**src/rtl/core/i2cts_pkg.sv**
```systemverilog
// ----------------------------------------------------------------------------
// i2cts_pkg
// Shared types and constants for the I2C target byte sequencer.
// ----------------------------------------------------------------------------
package i2cts_pkg;

    localparam int ADDR_W    = 7;
    localparam int BYTE_W    = 8;
    localparam int RELOAD_W  = 4;
    localparam int REPLY_W   = 2;
    localparam int APB_AW    = 3;
    localparam int APB_DW    = 32;

    // register indexes
    localparam logic REG_OWN_ADDRESS = 1'b0;
    localparam logic REG_START_HOOK  = 1'b1;

    // event kinds
    localparam logic CMD_START      = 1'b0;
    localparam logic CMD_COUNT_DONE = 1'b1;

    // consumer replies
    localparam logic [REPLY_W-1:0] REPLY_OK   = 2'd0;
    localparam logic [REPLY_W-1:0] REPLY_LAST = 2'd1;

    localparam logic [RELOAD_W-1:0] RELOAD_NONE = 4'd0;
    localparam logic [RELOAD_W-1:0] RELOAD_BIT  = 4'd1;
    localparam logic [RELOAD_W-1:0] RELOAD_BYTE = 4'd8;

    localparam logic [BYTE_W-1:0] ACK_BYTE  = 8'h00;
    localparam logic [BYTE_W-1:0] NACK_BYTE = 8'hFF;

    typedef enum logic [7:0] {
        PH_IDLE     = 8'b0000_0001,
        PH_CHECK    = 8'b0000_0010,
        PH_RECV     = 8'b0000_0100,
        PH_RECV_ACK = 8'b0000_1000,
        PH_SEND     = 8'b0001_0000,
        PH_SEND_REP = 8'b0010_0000,
        PH_SEND_ACK = 8'b0100_0000,
        PH_RELEASE  = 8'b1000_0000
    } phase_t;

    typedef struct packed {
        logic                command;
        logic [BYTE_W-1:0]   shift_data;
        logic [REPLY_W-1:0]  receive_reply;
        logic [BYTE_W-1:0]   transmit_byte;
    } event_t;

    typedef struct packed {
        logic                drive_enable;
        logic [RELOAD_W-1:0] count_reload;
        logic                load_valid;
        logic [BYTE_W-1:0]   load_value;
        logic                start_pulse;
        logic                byte_valid;
        logic [BYTE_W-1:0]   received_byte;
        logic                send_taken;
    } result_t;

    typedef struct packed {
        logic [ADDR_W-1:0]   own_address;
        logic                start_hook_enabled;
    } cfg_t;

endpackage

```
**src/rtl/core/i2cts_apb_regs.sv**
```systemverilog
// ----------------------------------------------------------------------------
// i2cts_apb_regs
// APB register file: own address and start hook enable.
// ----------------------------------------------------------------------------
module i2cts_apb_regs (
    input  logic                        clk,
    input  logic                        rst_n,
    input  logic                        psel,
    input  logic                        penable,
    input  logic                        pwrite,
    input  logic [i2cts_pkg::APB_AW-1:0] paddr,
    input  logic [i2cts_pkg::APB_DW-1:0] pwdata,
    output logic [i2cts_pkg::APB_DW-1:0] prdata,
    output logic                        pready,
    output i2cts_pkg::cfg_t             cfg
);
    import i2cts_pkg::*;

    logic [ADDR_W-1:0] own_address_reg;
    logic              start_hook_reg;
    logic              wr_en;
    logic              reg_sel;

    assign pready  = 1'b1;
    assign reg_sel = paddr[2];
    assign wr_en   = psel && penable && pwrite && pready;

    always_ff @(posedge clk or negedge rst_n)
    begin
        if (!rst_n)
        begin
            own_address_reg <= '0;
            start_hook_reg  <= 1'b0;
        end
        else if (wr_en)
        begin
            case (reg_sel)
                REG_OWN_ADDRESS: own_address_reg <= pwdata[ADDR_W-1:0];
                REG_START_HOOK:  start_hook_reg  <= pwdata[0];
                default:         own_address_reg <= own_address_reg;
            endcase
        end
    end

    always_comb
    begin
        case (reg_sel)
            REG_OWN_ADDRESS: prdata = {{(APB_DW-ADDR_W){1'b0}}, own_address_reg};
            REG_START_HOOK:  prdata = {{(APB_DW-1){1'b0}}, start_hook_reg};
            default:         prdata = '0;
        endcase
    end

    assign cfg.own_address        = own_address_reg;
    assign cfg.start_hook_enabled = start_hook_reg;

endmodule

```
**src/rtl/core/i2cts_phase_fsm.sv**
```systemverilog
// ----------------------------------------------------------------------------
// i2cts_phase_fsm
// Phase and driver state; computes one result word per event.
// ----------------------------------------------------------------------------
module i2cts_phase_fsm (
    input  logic                clk,
    input  logic                rst_n,
    input  logic                step_en,
    input  i2cts_pkg::event_t   evt,
    input  i2cts_pkg::cfg_t     cfg,
    output i2cts_pkg::result_t  res
);
    import i2cts_pkg::*;

    phase_t            phase_reg, phase_next;
    logic              driver_reg, driver_next;
    logic [BYTE_W-1:0] addr_x;

    // low bit of x selects direction; any higher bit set is a mismatch
    assign addr_x = evt.shift_data ^ {cfg.own_address, 1'b0};

    always_comb
    begin
        phase_next  = phase_reg;
        driver_next = driver_reg;
        res         = '0;
        if (evt.command == CMD_START)
        begin
            driver_next      = 1'b0;
            phase_next       = PH_CHECK;
            res.count_reload = RELOAD_BYTE;
        end
        else
        begin
            case (phase_reg)
                PH_CHECK:
                begin
                    res.load_valid = 1'b1;
                    if (|addr_x[BYTE_W-1:1])
                    begin
                        res.load_value = addr_x;
                        driver_next    = 1'b0;
                        phase_next     = PH_IDLE;
                    end
                    else
                    begin
                        driver_next      = 1'b1;
                        res.start_pulse  = cfg.start_hook_enabled;
                        res.load_value   = ACK_BYTE;
                        res.count_reload = RELOAD_BIT;
                        phase_next       = addr_x[0] ? PH_SEND : PH_RECV;
                    end
                end
                PH_RECV:
                begin
                    driver_next      = 1'b0;
                    phase_next       = PH_RECV_ACK;
                    res.count_reload = RELOAD_BYTE;
                end
                PH_RECV_ACK:
                begin
                    driver_next       = 1'b1;
                    res.byte_valid    = 1'b1;
                    res.received_byte = evt.shift_data;
                    res.load_valid    = 1'b1;
                    res.count_reload  = RELOAD_BIT;
                    if (evt.receive_reply == REPLY_OK)
                    begin
                        res.load_value = ACK_BYTE;
                        phase_next     = PH_RECV;
                    end
                    else if (evt.receive_reply == REPLY_LAST)
                    begin
                        res.load_value = ACK_BYTE;
                        phase_next     = PH_RELEASE;
                    end
                    else
                    begin
                        res.load_value = NACK_BYTE;
                        phase_next     = PH_RELEASE;
                    end
                end
                PH_SEND, PH_SEND_REP:
                begin
                    // master NACK ends the read
                    if (phase_reg == PH_SEND_REP && evt.shift_data[0])
                    begin
                        driver_next = 1'b0;
                        phase_next  = PH_IDLE;
                    end
                    else
                    begin
                        driver_next      = 1'b1;
                        res.load_valid   = 1'b1;
                        res.load_value   = evt.transmit_byte;
                        res.send_taken   = 1'b1;
                        res.count_reload = RELOAD_BYTE;
                        phase_next       = PH_SEND_ACK;
                    end
                end
                PH_SEND_ACK:
                begin
                    driver_next      = 1'b0;
                    phase_next       = PH_SEND_REP;
                    res.count_reload = RELOAD_BIT;
                end
                PH_RELEASE:
                begin
                    driver_next = 1'b0;
                    phase_next  = PH_IDLE;
                end
                default:
                begin
                    phase_next = phase_reg;
                end
            endcase
        end
        res.drive_enable = driver_next;
    end

    always_ff @(posedge clk or negedge rst_n)
    begin
        if (!rst_n)
        begin
            phase_reg  <= PH_IDLE;
            driver_reg <= 1'b0;
        end
        else if (step_en)
        begin
            phase_reg  <= phase_next;
            driver_reg <= driver_next;
        end
    end

endmodule

```
**src/rtl/core/i2c_target_byte_sequencer.sv**
```systemverilog
// ----------------------------------------------------------------------------
// i2c_target_byte_sequencer
// Byte-level I2C target sequencer: steps phase per shift unit event.
// ----------------------------------------------------------------------------
//  port group   dir  handshake              payload
//  event in     in   in_valid / in_ready    command, shift_data, receive_reply,
//                                           transmit_byte
//  result out   out  out_valid / out_ready  drive_enable ... send_taken
//  config       in   APB (psel, penable)    own_address, start_hook_enabled
//
//  Two register stages: event register, then result register. The phase
//  update sits between them, so one word per cycle sustained while the
//  result is not stalled. A stalled result holds both stages; in_ready
//  stays high while the event register can drain. Reset clears phase to
//  idle, driver off, both valid flags and the config registers.
// ----------------------------------------------------------------------------
module i2c_target_byte_sequencer (
    input  logic                                clk,
    input  logic                                rst_n,
    input  logic                                psel,
    input  logic                                penable,
    input  logic                                pwrite,
    input  logic [i2cts_pkg::APB_AW-1:0]        paddr,
    input  logic [i2cts_pkg::APB_DW-1:0]        pwdata,
    output logic [i2cts_pkg::APB_DW-1:0]        prdata,
    output logic                                pready,
    input  logic                                in_valid,
    output logic                                in_ready,
    input  logic                                command,
    input  logic [i2cts_pkg::BYTE_W-1:0]        shift_data,
    input  logic [i2cts_pkg::REPLY_W-1:0]       receive_reply,
    input  logic [i2cts_pkg::BYTE_W-1:0]        transmit_byte,
    output logic                                out_valid,
    input  logic                                out_ready,
    output logic                                drive_enable,
    output logic [i2cts_pkg::RELOAD_W-1:0]      count_reload,
    output logic                                load_valid,
    output logic [i2cts_pkg::BYTE_W-1:0]        load_value,
    output logic                                start_pulse,
    output logic                                byte_valid,
    output logic [i2cts_pkg::BYTE_W-1:0]        received_byte,
    output logic                                send_taken
);
    import i2cts_pkg::*;

    cfg_t    cfg;
    event_t  evt_reg;
    logic    evt_valid_reg;
    result_t res_reg;
    result_t res_next;
    logic    res_valid_reg;
    logic    advance;

    i2cts_apb_regs u_regs (
        .clk     (clk),
        .rst_n   (rst_n),
        .psel    (psel),
        .penable (penable),
        .pwrite  (pwrite),
        .paddr   (paddr),
        .pwdata  (pwdata),
        .prdata  (prdata),
        .pready  (pready),
        .cfg     (cfg)
    );

    // event register moves into the result register
    assign advance  = evt_valid_reg && (!res_valid_reg || out_ready);
    assign in_ready = !evt_valid_reg || advance;

    always_ff @(posedge clk or negedge rst_n)
    begin
        if (!rst_n)
        begin
            evt_valid_reg <= 1'b0;
            res_valid_reg <= 1'b0;
        end
        else
        begin
            if (in_ready)
            begin
                evt_valid_reg <= in_valid;
            end
            if (advance)
            begin
                res_valid_reg <= 1'b1;
            end
            else if (out_ready)
            begin
                res_valid_reg <= 1'b0;
            end
        end
    end

    always_ff @(posedge clk)
    begin
        if (in_valid && in_ready)
        begin
            evt_reg.command       <= command;
            evt_reg.shift_data    <= shift_data;
            evt_reg.receive_reply <= receive_reply;
            evt_reg.transmit_byte <= transmit_byte;
        end
        if (advance)
        begin
            res_reg <= res_next;
        end
    end

    i2cts_phase_fsm u_fsm (
        .clk     (clk),
        .rst_n   (rst_n),
        .step_en (advance),
        .evt     (evt_reg),
        .cfg     (cfg),
        .res     (res_next)
    );

    assign out_valid     = res_valid_reg;
    assign drive_enable  = res_reg.drive_enable;
    assign count_reload  = res_reg.count_reload;
    assign load_valid    = res_reg.load_valid;
    assign load_value    = res_reg.load_value;
    assign start_pulse   = res_reg.start_pulse;
    assign byte_valid    = res_reg.byte_valid;
    assign received_byte = res_reg.received_byte;
    assign send_taken    = res_reg.send_taken;

endmodule
```
**config.mk**
```make
export PLATFORM = sky130hd
export DESIGN_NAME = i2c_target_byte_sequencer
export DESIGN_NICKNAME = d
export VERILOG_FILES = /design/src/rtl/core/i2cts_pkg.sv /design/src/rtl/core/i2cts_apb_regs.sv /design/src/rtl/core/i2cts_phase_fsm.sv /design/src/rtl/core/i2c_target_byte_sequencer.sv
export SDC_FILE = /design/constraint.sdc
export NUM_CORES = 1
export LEC_CHECK = 0
export BUFFER_PORTS_ARGS = -buffer_cell sky130_fd_sc_hd__buf_2
export CAP_MARGIN = 5
export CELL_PAD_IN_SITES_DETAIL_PLACEMENT = 1
export CELL_PAD_IN_SITES_GLOBAL_PLACEMENT = 1
export CORE_ASPECT_RATIO = 0.5
export CORE_MARGIN = 5
export CORE_UTILIZATION = 40
export CTS_CLUSTER_DIAMETER = 60
export DETAILED_ROUTE_END_ITERATION = 12
export GPL_TIMING_DRIVEN = 0
export PLACE_DENSITY_LB_ADDON = 0.05
export SLEW_MARGIN = 40
export SYNTH_ARGS = -nofsm -noshare
export SYNTH_HDL_FRONTEND = slang
export SYNTH_SLANG_ARGS = --single-unit
```
**constraint.sdc**
```tcl
create_clock -name clk -period 4.43 [get_ports clk]
set_clock_uncertainty 0.2 [all_clocks]
set_input_delay 0.2215 -clock clk [delete_from_list [all_inputs] [get_ports clk]]
set_output_delay 0.2215 -clock clk [all_outputs]
set_load 0.05 [all_outputs]
```
==> metrics.txt <==
ys async rst share 31.1%; GRT busiest layer met2; CTS clk-pin slew, worst paths 50 ps; met3 Use GR 5.81%; Die ar. 0.00922 mm2; largest net degree at the start of global routing 25; # Post-CTS Setup Buffers 0; Crit Path Category flip-flop to flip-flop; CTS root buf clkbuf_16; count leader, synth edfxtp_1; Synth-to-Final Area Change 37.9%; Seq/Total Area, Yosys 59.5%; Power Dens Cells 450 mW/mm2; dpl ws 1970 ps; first-pass GRT wire length 11800 um; FF-to-FF setup slack 1870 ps; HP Class input pin to flip-flop; global route total overflow 0; post-DP HPWL 5160 um; RSZ-0062 raised after global routing false; synthesized area per cell 12.5 um2; Distinct cells, synth 44; worst skew pair latency 320 ps; max reg flops 19; synthesized flop and latch total 61; critical path fanouts, max 10; initial antenna violation count 0; CTS tree done; Initial DRT Pass Iterations 4; Initial Utilization 40.5%; peak supply drop 0.000206 V; Pleak 1.73 nW; WP data required 4380 ps; total CTS buffers 9; GR met1 Demand/Resource 20.7%; DRT Wirelength 7170 um; row cnt 22; Max-Cap Viols 0; post_cts resized 0; CP endpoint kind flip-flop; H-tree depth 3; FMAX 390 MHz; final setup TNS 0 ps; Sink Count 61; final worst setup slack 1870 ps; Iteration-0 DRC Markers 147; Primary FF master, synth edfxtp_1; status finished, final reports clean; critical path startpoint category flip-flop; IO buf count 65; final hold vios 0; Clock Path Buffers 2; number of remaining DRC errors 0; YS warnings 0; vias in the first global route 2354; remaining antenna violation count 0; Worst-Margin Slew 635 ps; met2 GRT Util 26.8%; ANT cells 0; share of layout cells above drive strength 1 35.1%; Cell Area, Synth 0.00292 mm2; Core Area 0.00721 mm2; Slew Viols, Final 0; total track usage 16.4%; Avg WL per Cell 15.4 um; top cell type's share of synthesized area 43.2%; Final Critical Period 2560 ps; most frequent cells after synthesis edfxtp_1 (42), buf_4 (28), dfrtp_1 (18); detailed-route via count 2205; Post-synth EDFFs 42; die height 70.4 um; vias per inst 4.73; Final Wtd Congestion 0.806; final setup fails 0; WP data arrival 2520 ps; final net count 426; io pins 121; synthesized instance count 234; largest area contributor in the netlist edfxtp_1; die span in x 131 um; synth top area cells edfxtp_1 (43%), dfrtp_1 (15%), buf_4 (7.2%); Relative slew margins 57.4%; period utilisation layout 57.8%
[timing repair]
item,4_1_cts,5_1_grt
endpoints found under the setup margin,0,0
hold buffers,29,0
endpoints found under the hold margin,47,0
[metrics by stage]
step	hold WS, ps	instances	total power [mW]	util, %	area (um2)
after detailed placement	3.09	421	1.19	48.1	3470
after global routing	83.9	466	1.90	55.9	4030
final	75.7	466	1.81	55.9	4030
after floorplan	-274	260	1.08	-	3020
after global placement	-5.67	421	1.17	48.1	3470
after CTS	62.7	466	1.83	55.9	4030
[layout by cell type, fill, tap and decap left out, types with 3 or more instances in the layout]
| cell | Yosys | final |
|---|---|---|
| a21oi_1 | 11 | 11 |
| dfrtp_1 | 18 | 18 |
| nor3_1 | 8 | 8 |
| mux2_4 | 3 | 3 |
| edfxtp_1 | 42 | 42 |
| nor2_1 | 4 | 4 |
| buf_2 | 2 | 67 |
| mux2_2 | 9 | 9 |
| a22oi_1 | 7 | 7 |
| conb_1 | 2 | 28 |
| nand2b_1 | 6 | 6 |
| nor4b_1 | 4 | 4 |
| buf_4 | 28 | 28 |
| nor4_1 | 4 | 4 |
| nor2b_1 | 7 | 7 |
| nand3_1 | 3 | 3 |
| mux2i_1 | 3 | 3 |
| clkbuf_1 | 6 | 7 |
| clkinvlp_4 | 0 | 4 |
| o21ai_0 | 6 | 6 |
| and2_1 | 11 | 10 |
| xor2_1 | 8 | 8 |
| dlygate4sd3_1 | 0 | 29 |
| nand2_1 | 11 | 11 |
| clkbuf_16 | 0 | 9 |
| inv_1 | 6 | 5 |
[kinds of logic (layout without fill, tap and decap cells)]
family	after synthesis	in the layout	share of synthesized area, %
AO/OA/AOI/OAI	35	35	8.35
buffers and inverters	43	153	9.20
multiplexers	15	15	6.04
AND/OR/NAND/NOR	69	69	14.0
XOR/XNOR	9	9	2.70
flip-flops	61	61	59.5
other	2	28	0.257
[layer usage]
| metal | routed length (um) | vias up | share of wire, % |
|---|---|---|---|
| met5 | 0 | - | 0 |
| met4 | 43 | 0 | 0.60 |
| met3 | 446 | 6 | 6.2 |
| met2 | 3560 | 76 | 50 |
| met1 | 3120 | 1063 | 43 |
| li1 | - | 1060 | - |
[area by class of cell]
type / count / area (um2)
buffer: 37 / 246
multi-input combinational: 156 / 1020
timing repair buffer: 94 / 616
clock buffer: 10 / 229
fill: 792 / 3180
sequential: 61 / 1740
inverter: 6 / 22.5
tap: 96 / 120
clock inverter: 6 / 40.0
[critical path: stages, from the launching register on]
cell	delay, ps
dfrtp_1	350
clkbuf_1	230
nor3_1	420
and4b_1	370
buf_1	440
a22oi_1	180
a21oi_1	200
[path summary, 6_finish.rpt]
| check | end | depth (start not counted) | from |
|---|---|---|---|
| hold reg to reg | out_valid | 1 | evt_valid_reg |
| max in group asynchronous | u_fsm.phase_reg[0] | 2 | rst_n |
| hold / removal | u_regs.start_hook_reg | 3 | pwrite |
| setup / recovery | load_value[6] | 6 | u_fsm.phase_reg[6] |
| setup reg to reg | load_value[6] | 6 | u_fsm.phase_reg[6] |
| min in group asynchronous | u_fsm.phase_reg[3] | 2 | rst_n |
[power breakdown]
part	switching (mW)	total (mW)	internal, mW
registers	0.0449	0.727	0.682
logic	0.325	0.474	0.149
clock network	0.238	0.613	0.375
Power figures use the tool's default switching activity.
